===== src/rational_arithmetic_unit_assert.svh =====
// Assertion macros for the rational arithmetic unit.
`ifndef RATIONAL_ARITHMETIC_UNIT_ASSERT_SVH
`define RATIONAL_ARITHMETIC_UNIT_ASSERT_SVH
`ifndef SYNTHESIS
`define RAU_ASSERT_IMP(label, clk, rst, ante, cons) \
   label: assert property (@(posedge clk) disable iff (rst) (ante) |-> (cons)) \
      else $error("assertion failed");
`define RAU_ASSERT_NXT(label, clk, rst, ante, cons) \
   label: assert property (@(posedge clk) disable iff (rst) (ante) |=> (cons)) \
      else $error("assertion failed");
`else
`define RAU_ASSERT_IMP(label, clk, rst, ante, cons)
`define RAU_ASSERT_NXT(label, clk, rst, ante, cons)
`endif
`endif


===== src/rau_pkg.sv =====
// Package: types and constants of the rational arithmetic unit.
`default_nettype none
package rau_pkg;
   localparam int OPERAND_BITS_DEF = 16;
   localparam int NUM_W = 33;
   localparam int DEN_W = 31;
   localparam int MAG_W = 64;
   localparam int CNT_W = 7;

   typedef enum logic [2:0] {
      KIND_ADD = 3'd0, KIND_SUB = 3'd1, KIND_MUL = 3'd2,
      KIND_DIV = 3'd3, KIND_CMP = 3'd4, KIND_FLOOR = 3'd5
   } kind_type;

   typedef enum logic [2:0] {
      ST_IDLE, ST_MUL, ST_SUM, ST_GCD, ST_DIV, ST_DONE
   } state_type;

   // classified work item handed from front to back
   typedef struct packed {
      logic [2:0] kind;
      logic       err;
      logic       a_neg;
      logic [31:0] a_mag;
      logic       c_neg;
      logic [31:0] c_mag;
      logic       b_neg;
      logic [31:0] b_mag;
      logic       d_neg;
      logic [31:0] d_mag;
   } work_type;
endpackage
`default_nettype wire


===== src/rational_arithmetic_unit.sv =====
// Top level of the rational arithmetic unit.
// Exact fraction arithmetic: add, subtract, multiply, divide, compare and floor on
// two operands A = a_num/a_den and B = b_num/b_den. A front stage takes a request,
// splits the operands into sign and magnitude and flags zero denominators, unused
// kinds and division by zero; a two-entry queue feeds the back end. The back end
// forms cross products in its MUL state, reduces by a binary GCD (one halving or one
// subtract per cycle, data dependent), then divides numerator and denominator by the
// GCD with a one-bit-per-cycle restoring divider. Compare and errors skip the GCD and
// the divider; floor skips the GCD. One request is worked at a time in the back end
// while the next waits in the queue. Errors give res_num 0, res_den 0, cmp_sign 0 and
// error 1.
`default_nettype none
module rational_arithmetic_unit
   import rau_pkg::*;
#(
   parameter int OPERAND_BITS = OPERAND_BITS_DEF
) (
   input  wire logic                    clock,
   input  wire logic                    reset,
   input  wire logic                    req_tvalid,
   output logic                         req_tready,
   // tdata: a_num, a_den, b_num, b_den from bit 0 up
   input  wire logic [4*OPERAND_BITS-1:0] req_tdata,
   // tuser: kind
   input  wire logic [2:0]              req_tuser,
   output logic                         rsp_tvalid,
   input  wire logic                    rsp_tready,
   // tdata: res_num, res_den, cmp_sign, error from bit 0 up, zero fill to 72 bits
   output logic [71:0]                  rsp_tdata
);
   logic       q_valid, q_ready;
   work_type   q_data;
   logic [NUM_W-1:0] res_num;
   logic [DEN_W-1:0] res_den;
   logic [1:0] cmp_sign;
   logic       error;

   rau_front #(.OPERAND_BITS(OPERAND_BITS)) u_front (
      .clock(clock), .reset(reset),
      .in_valid(req_tvalid), .in_ready(req_tready),
      .kind(req_tuser),
      .a_num(req_tdata[OPERAND_BITS-1:0]),
      .a_den(req_tdata[2*OPERAND_BITS-1:OPERAND_BITS]),
      .b_num(req_tdata[3*OPERAND_BITS-1:2*OPERAND_BITS]),
      .b_den(req_tdata[4*OPERAND_BITS-1:3*OPERAND_BITS]),
      .q_valid(q_valid), .q_ready(q_ready), .q_data(q_data)
   );

   rau_back u_back (
      .clock(clock), .reset(reset),
      .q_valid(q_valid), .q_ready(q_ready), .q_data(q_data),
      .out_valid(rsp_tvalid), .out_ready(rsp_tready),
      .res_num(res_num), .res_den(res_den), .cmp_sign(cmp_sign), .error(error)
   );

   assign rsp_tdata = {5'd0, error, cmp_sign, res_den, res_num};
endmodule
`default_nettype wire


===== src/rau_front.sv =====
// Front end: accepts requests, splits operands into sign and magnitude, flags errors.
`default_nettype none
module rau_front
   import rau_pkg::*;
#(
   parameter int OPERAND_BITS = OPERAND_BITS_DEF
) (
   input  wire logic                      clock,
   input  wire logic                      reset,
   input  wire logic                      in_valid,
   output logic                           in_ready,
   input  wire logic [2:0]                kind,
   input  wire logic [OPERAND_BITS-1:0]   a_num,
   input  wire logic [OPERAND_BITS-1:0]   a_den,
   input  wire logic [OPERAND_BITS-1:0]   b_num,
   input  wire logic [OPERAND_BITS-1:0]   b_den,
   output logic                           q_valid,
   input  wire logic                      q_ready,
   output work_type                       q_data
);
   localparam int DEPTH = 2;
   work_type      mem_ff [DEPTH];
   logic [1:0]    cnt_ff, cnt_in;
   logic          wp_ff, rp_ff;
   work_type      w;
   logic          push, pop;

   function automatic logic [31:0] mag(input logic [OPERAND_BITS-1:0] v);
      logic [OPERAND_BITS-1:0] t;
      t = v[OPERAND_BITS-1] ? (~v + 1'b1) : v;
      return 32'(t);
   endfunction

   always_comb begin
      w.kind  = kind;
      w.a_neg = a_num[OPERAND_BITS-1];
      w.a_mag = mag(a_num);
      w.c_neg = a_den[OPERAND_BITS-1];
      w.c_mag = mag(a_den);
      w.b_neg = b_num[OPERAND_BITS-1];
      w.b_mag = mag(b_num);
      w.d_neg = b_den[OPERAND_BITS-1];
      w.d_mag = mag(b_den);
      w.err   = (kind > 3'(KIND_FLOOR)) || (w.c_mag == '0) ||
                ((kind != 3'(KIND_FLOOR)) && (w.d_mag == '0)) ||
                ((kind == 3'(KIND_DIV)) && (w.b_mag == '0));
   end

   assign in_ready = (cnt_ff != 2'(DEPTH));
   assign q_valid  = (cnt_ff != '0);
   assign push     = in_valid && in_ready;
   assign pop      = q_valid && q_ready;
   assign q_data   = mem_ff[rp_ff];

   always_comb begin
      cnt_in = cnt_ff;
      if (push && !pop) begin
         cnt_in = cnt_ff + 2'd1;
      end else if (pop && !push) begin
         cnt_in = cnt_ff - 2'd1;
      end
   end

   always_ff @(posedge clock) begin
      if (reset) begin
         cnt_ff <= '0;
         wp_ff  <= 1'b0;
         rp_ff  <= 1'b0;
      end else begin
         cnt_ff <= cnt_in;
         if (push) wp_ff <= ~wp_ff;
         if (pop) rp_ff <= ~rp_ff;
      end
   end

   always_ff @(posedge clock) begin
      if (push) mem_ff[wp_ff] <= w;
   end
endmodule
`default_nettype wire


===== src/rau_back.sv =====
// Back end: cross products, binary GCD and restoring divides for reduction.
`default_nettype none
module rau_back
   import rau_pkg::*;
(
   input  wire logic              clock,
   input  wire logic              reset,
   input  wire logic              q_valid,
   output logic                   q_ready,
   input  wire work_type          q_data,
   output logic                   out_valid,
   input  wire logic              out_ready,
   output logic [NUM_W-1:0]       res_num,
   output logic [DEN_W-1:0]       res_den,
   output logic [1:0]             cmp_sign,
   output logic                   error
);
`include "rational_arithmetic_unit_assert.svh"
   state_type state_ff, state_in;
   work_type  w_ff;
   logic [MAG_W-1:0] p0_ff, p1_ff, p2_ff;   // a*d (or a*b), b*c, c*d (or c*b)
   logic             s0_ff, s1_ff, s2_ff;
   logic [MAG_W-1:0] n_ff, x_ff, y_ff;
   logic [CNT_W-1:0] sh_ff;              // common factors of two pulled out of the GCD
   logic             nneg_ff;
   logic [MAG_W-1:0] quo_ff, rem_ff, dvs_ff, dvd_ff;
   logic [CNT_W-1:0] cnt_ff;
   logic             dsel_ff;            // 0: dividing numerator, 1: denominator
   logic [MAG_W-1:0] nq_ff;
   logic [NUM_W-1:0] onum_ff;
   logic [DEN_W-1:0] oden_ff;
   logic [1:0]       ocmp_ff;
   logic             oerr_ff;
   logic [MAG_W-1:0] rsh, g;
   logic             take;

   assign q_ready   = (state_ff == ST_IDLE);
   assign take      = q_valid && q_ready;
   assign out_valid = (state_ff == ST_DONE);
   assign res_num   = onum_ff;
   assign res_den   = oden_ff;
   assign cmp_sign  = ocmp_ff;
   assign error     = oerr_ff;
   assign rsh       = {rem_ff[MAG_W-2:0], dvd_ff[MAG_W-1]};
   assign g         = (x_ff | y_ff) << sh_ff;

   always_comb begin
      state_in = state_ff;
      case (state_ff)
         ST_IDLE: if (take) state_in = ST_MUL;
         ST_MUL:  state_in = ST_SUM;
         ST_SUM: begin
            if (w_ff.err || w_ff.kind == 3'(KIND_CMP)) state_in = ST_DONE;
            else if (w_ff.kind == 3'(KIND_FLOOR)) state_in = ST_DIV;
            else state_in = ST_GCD;
         end
         ST_GCD: if (x_ff == '0 || y_ff == '0) state_in = ST_DIV;
         ST_DIV: if (cnt_ff == '0 && (dsel_ff || w_ff.kind == 3'(KIND_FLOOR)))
            state_in = ST_DONE;
         ST_DONE: if (out_ready) state_in = ST_IDLE;
         default: state_in = ST_IDLE;
      endcase
   end

   always_ff @(posedge clock) begin
      if (reset) state_ff <= ST_IDLE;
      else state_ff <= state_in;
   end

   always_ff @(posedge clock) begin
      logic [MAG_W-1:0] sum;
      logic             sneg;
      logic [MAG_W-1:0] r2;
      logic [MAG_W-1:0] qn;
      logic [MAG_W-1:0] fq;
      case (state_ff)
         ST_IDLE: if (take) w_ff <= q_data;
         ST_MUL: begin
            p0_ff <= 64'(w_ff.a_mag) *
                     64'((w_ff.kind == 3'(KIND_MUL)) ? w_ff.b_mag : w_ff.d_mag);
            s0_ff <= w_ff.a_neg ^ ((w_ff.kind == 3'(KIND_MUL)) ? w_ff.b_neg : w_ff.d_neg);
            p1_ff <= 64'(w_ff.b_mag) * 64'(w_ff.c_mag);
            s1_ff <= w_ff.b_neg ^ w_ff.c_neg ^ (w_ff.kind != 3'(KIND_ADD));
            p2_ff <= 64'(w_ff.c_mag) *
                     64'((w_ff.kind == 3'(KIND_DIV)) ? w_ff.b_mag : w_ff.d_mag);
            s2_ff <= w_ff.c_neg ^ ((w_ff.kind == 3'(KIND_DIV)) ? w_ff.b_neg : w_ff.d_neg);
         end
         ST_SUM: begin
            if (w_ff.kind == 3'(KIND_MUL) || w_ff.kind == 3'(KIND_DIV)) begin
               sum = p0_ff; sneg = s0_ff;
            end else if (s0_ff == s1_ff) begin
               sum = p0_ff + p1_ff; sneg = s0_ff;
            end else if (p0_ff >= p1_ff) begin
               sum = p0_ff - p1_ff; sneg = s0_ff;
            end else begin
               sum = p1_ff - p0_ff; sneg = s1_ff;
            end
            n_ff    <= sum;
            nneg_ff <= (sneg ^ s2_ff) && (sum != '0);
            x_ff    <= sum;
            y_ff    <= p2_ff;
            sh_ff   <= '0;
            oerr_ff <= w_ff.err;
            ocmp_ff <= 2'd0;
            onum_ff <= '0;
            oden_ff <= w_ff.err ? '0 : DEN_W'(1);
            if (w_ff.kind == 3'(KIND_CMP) && !w_ff.err)
               ocmp_ff <= (sum == '0) ? 2'd1 : ((sneg ^ s2_ff) ? 2'd0 : 2'd2);
            // floor: divide |a| by |c|
            dvd_ff  <= 64'(w_ff.a_mag);
            dvs_ff  <= 64'(w_ff.c_mag);
            rem_ff  <= '0;
            quo_ff  <= '0;
            cnt_ff  <= CNT_W'(MAG_W);
            dsel_ff <= 1'b0;
         end
         ST_GCD: begin
            // binary GCD: halve an even side or subtract the smaller odd side
            if (x_ff == '0 || y_ff == '0) begin
               dvd_ff <= n_ff;
               dvs_ff <= g;
               rem_ff <= '0;
               quo_ff <= '0;
               cnt_ff <= CNT_W'(MAG_W);
            end else if (!x_ff[0] && !y_ff[0]) begin
               x_ff  <= x_ff >> 1;
               y_ff  <= y_ff >> 1;
               sh_ff <= sh_ff + 1'b1;
            end else if (!x_ff[0]) begin
               x_ff <= x_ff >> 1;
            end else if (!y_ff[0]) begin
               y_ff <= y_ff >> 1;
            end else if (x_ff >= y_ff) begin
               x_ff <= x_ff - y_ff;
            end else begin
               y_ff <= y_ff - x_ff;
            end
         end
         ST_DIV: begin
            if (cnt_ff != '0) begin
               r2 = (rsh >= dvs_ff) ? rsh - dvs_ff : rsh;
               rem_ff <= r2;
               quo_ff <= {quo_ff[MAG_W-2:0], rsh >= dvs_ff};
               dvd_ff <= {dvd_ff[MAG_W-2:0], 1'b0};
               cnt_ff <= cnt_ff - 1'b1;
            end else if (w_ff.kind == 3'(KIND_FLOOR)) begin
               fq = quo_ff + 64'((w_ff.a_neg != w_ff.c_neg) && (rem_ff != '0));
               onum_ff <= (w_ff.a_neg != w_ff.c_neg) ? NUM_W'(~fq + 1'b1) : NUM_W'(fq);
            end else if (!dsel_ff) begin
               qn = quo_ff;
               nq_ff  <= qn;
               dsel_ff <= 1'b1;
               dvd_ff <= p2_ff;
               rem_ff <= '0;
               quo_ff <= '0;
               cnt_ff <= CNT_W'(MAG_W);
            end else begin
               onum_ff <= nneg_ff ? NUM_W'(~nq_ff + 1'b1) : NUM_W'(nq_ff);
               oden_ff <= DEN_W'(quo_ff);
            end
         end
         default: ;
      endcase
   end

   `RAU_ASSERT_IMP(a_err_den, clock, reset, out_valid && error, res_den == '0 && cmp_sign == 2'd0)
   `RAU_ASSERT_IMP(a_ok_den, clock, reset, out_valid && !error, res_den != '0)
   `RAU_ASSERT_NXT(a_hold, clock, reset, out_valid && !out_ready, out_valid && $stable(res_num))
   `RAU_ASSERT_IMP(a_one_side, clock, reset, q_ready, !out_valid)
endmodule
`default_nettype wire


===== config.mk =====
export PLATFORM = sky130hd
export DESIGN_NAME = rational_arithmetic_unit
export DESIGN_NICKNAME = d
export VERILOG_FILES = /design/src/rau_pkg.sv /design/src/rational_arithmetic_unit.sv /design/src/rau_front.sv /design/src/rau_back.sv
export VERILOG_INCLUDE_DIRS = /design/src /design/src/src
export SDC_FILE = /design/constraint.sdc
export NUM_CORES = 2
export LEC_CHECK = 0
export BUFFER_PORTS_ARGS = -buffer_cell sky130_fd_sc_hd__buf_2
export CAP_MARGIN = 20
export CORE_UTILIZATION = 65
export DETAILED_ROUTE_END_ITERATION = 7
export PLACE_DENSITY_LB_ADDON = 0.05
export SETUP_SLACK_MARGIN = 0.3
export SYNTH_ARGS = -nofsm -noshare
export SYNTH_HDL_FRONTEND = slang
export SYNTH_SLANG_ARGS = --single-unit

===== constraint.sdc =====
create_clock -name clock -period 29.8 [get_ports clock]
set_input_delay 1.49 -clock clock [delete_from_list [all_inputs] [get_ports clock]]
set_output_delay 1.49 -clock clock [all_outputs]
set_load 0.05 [all_outputs]

==> results.ini <==
[run_status]
outcome=finished clean

[worst_setup_path]
critPathTopFamily=adder cells
cp_common_cell=fa_1
start_kind=flip-flop
path_class=reg -> reg
rr_startpoint=u_back.w_ff[135]$_DFFE_PP_
cp_data_required_time_ns=30.29
r2r_end=u_back.p2_ff[34]$_DFFE_PP_
critPathMaxFanout=55
worst_setup_path_end_kind=flip-flop
reg2reg_depth=33
critPathBufInv=6
cpMaxStageDelayCell=fa_1
arrival_ns=9.72
cpPeakStageDelay_ns=0.55
r2r_slack_ns=20.56

[placement]
hpwl_um=199000
placed_cells=10800
portBuffers=139
gp_congestion=1.07

[die]
ios=145
dieWidth_um=369
die_h_um=369
fp.dieArea_sq_um=136000
coreArea_sq_um=133000
rows=134
start_util_pct=65.6

[yosys]
ys_types=91
synth_top_area_share_pct=29.4
yosys-top-cells-count=inv_1 (1,167), ha_1 (926), nand2_1 (903)
synth_area_leaders=edfxtp_1 (29%), fa_1 (14%), ha_1 (13%)
synth_area_sq_um=87500
async_flop_share_pct=0
synth_cells=9252
avgSynthCellArea_sq_um=9.46
ys_seq_area_share_pct=29.6
ys.flop_type=edfxtp_1
ys_seq_elements=864
yosysMostFrequentCell=inv_1
yosys.area.top_type=edfxtp_1
synth_edf_count=857
yosysWarnings=0

[timing]
hold_viol=0
slew_headroom_pct=17.8
clock_skew_ns=0.103
worst_pin_slew_ns=1.23
holdWs_ns=0.459
fin_tns_setup_ns=0
rsz0062_at_grt=no
min_period_ns=9.24
setup_viol=0
drv_slew=0
fmax_mhz=108
finalCritPeriodShare_pct=31.0

[global_routing]
grt_max_degree=136
grt_pass1_wl_um=393000
grt_usage_pct=37.3
grt_overflow=0
antenna_found_initial=6
first_global_vias=68100

[clock_network]
cts_setup_buffers=0
tritoncts=done
htree_levels=3
cts_num_sinks=864
clkTransAtPathRegs_ns=0.06
worstSkewPairLatency_ns=0.77
cts_root_buf=clkbuf_16
cts_hold_buf=0
cts_resized=0
clock_path_buffers=3
cts_inserted_buffers=96

[flow_run]
max_cap_violations=0

[final_layout]
final_util_pct=69.6
finalNonFillerCells=11000
seq_area_sq_um=25900
nNetsFinal=10700
drive_above_1_share_pct=6.70
fillers=10400
multi_input_area_sq_um=55700
syn_to_final_growth_pct=6.16

[routing]
via_count=69300
finalWirelength_um=256000
drc_errors=0
wl_per_cell_um=23.3
ant_nets=0
via_per_inst=6.30
drt_pass1_iterations=6
drtIter0Drc=7030

[hold_path]
hold_depth=2
worstHoldEndpoint=u_back.dvd_ff[17]$_SDFFCE_PP0P_
hp-start=u_back.n_ff[17]$_DFFE_PP_
min_path_type=reg -> reg

[state kept, by name, summed over array words and instances (netlist names), 31 cells and up]
register,count
u_back.p2_ff,35
u_back.p0_ff,35
u_back.dvs_ff,64
u_back.res_den,31
u_back.n_ff,64
u_back.p1_ff,35
u_back.y_ff,64
u_back.w_ff,72
u_back.nq_ff,33
u_back.quo_ff,33
u_back.res_num,33
u_back.rem_ff,64
u_back.x_ff,64
u_back.dvd_ff,64
u_front.mem_ff,144
[metrics by stage]
step           worst slack [ns]  instance area [sq um]
6_report                  20.56                  92900
3_3_place_gp              20.78                  89600
3_5_place_dp              20.55                  89600
4_1_cts                   20.59                  92900
5_1_grt                   19.95                  92900
2_1_floorplan             18.70                  87500
[cell usage in the layout, fill, tap and decap left out, drive strengths merged, types with 24 or more instances in the layout]
| master | instances |
|---|---|
| o211ai | 32 |
| a31oi | 43 |
| ha | 926 |
| nor3 | 129 |
| a211oi | 61 |
| xnor2 | 332 |
| fa | 591 |
| o21bai | 91 |
| o21a | 47 |
| buf | 240 |
| o21ai | 413 |
| o31ai | 51 |
| nor2b | 171 |
| mux2i | 169 |
| or4 | 24 |
| or3 | 39 |
| a21o | 125 |
| nor4 | 111 |
| mux4 | 48 |
| mux2 | 106 |
| and3 | 127 |
| clkbuf | 112 |
| and2 | 370 |
| o22ai | 28 |
| nand2 | 903 |
| inv | 1177 |
| nand4 | 57 |
| a221oi | 44 |
| nand2b | 80 |
| nand3 | 103 |
| edfxtp | 857 |
| xor2 | 116 |
| a22o | 39 |
| a21oi | 604 |
| clkinv | 37 |
| nor2 | 555 |
[how the worst max path moves through the flow]
stage	startpoint	end	slack [ns]	depth (start not counted)
floorplan	u_back.y_ff[0]$_DFFE_PP_	u_back.cnt_ff[0]$_SDFFCE_PN0P_	18.70	6
global placement	u_back.w_ff[135]$_DFFE_PP_	u_back.p2_ff[34]$_DFFE_PP_	20.78	33
detailed placement	u_back.w_ff[135]$_DFFE_PP_	u_back.p2_ff[34]$_DFFE_PP_	20.55	33
CTS	u_back.w_ff[135]$_DFFE_PP_	u_back.p2_ff[34]$_DFFE_PP_	20.59	33
global route	u_back.w_ff[135]$_DFFE_PP_	u_back.p2_ff[34]$_DFFE_PP_	19.95	33
finish	u_back.w_ff[135]$_DFFE_PP_	u_back.p2_ff[34]$_DFFE_PP_	20.56	33
[routing by layer]
layer	share of wire (%)	vias to the layer above	global-route usage [%]
met5	0.0074	-	0
met4	6.3	2	20.4
met3	7.5	625	5.31
met2	46	3014	60.0
met1	40	34200	48.8
li1	-	31400	-
[worst min-delay path, cell delays in order (launching register included)]
cell and delay (ns):
edfxtp_1 0.32, nand2_1 0.04, o21ai_0 0.06
[cell families (layout without fill, tap and decap cells)]
| group | count (synthesis) | in the layout | synth area share (%) |
|---|---|---|---|
| AND/OR/NAND/NOR | 2725 | 2725 | 15.2 |
| AO/OA/AOI/OAI | 1753 | 1753 | 12.4 |
| buffers and inverters | 1621 | 1590 | 7.04 |
| adder cells (fa/ha/maj) | 1517 | 1517 | 26.8 |
| flip-flops | 864 | 864 | 29.6 |
| XOR/XNOR | 448 | 448 | 4.48 |
| multiplexers | 323 | 323 | 4.53 |
| other | 1 | 6 | 0.00428 |
[cell type report]
type | count | share of cell area (%)
well taps | 1768 | 2.38
multi-input cells | 6771 | 59.9
repair buffers | 240 | 1.61
flip-flops and latches | 864 | 27.8
clock buffers | 112 | 2.65
inverters | 1174 | 4.74
diodes | 1 | 0.00269
clock inverters | 64 | 0.856
Power is left out: the tool's default activity adds up to more than one toggle a clock period on the data nets, which glitch-free logic cannot reach.
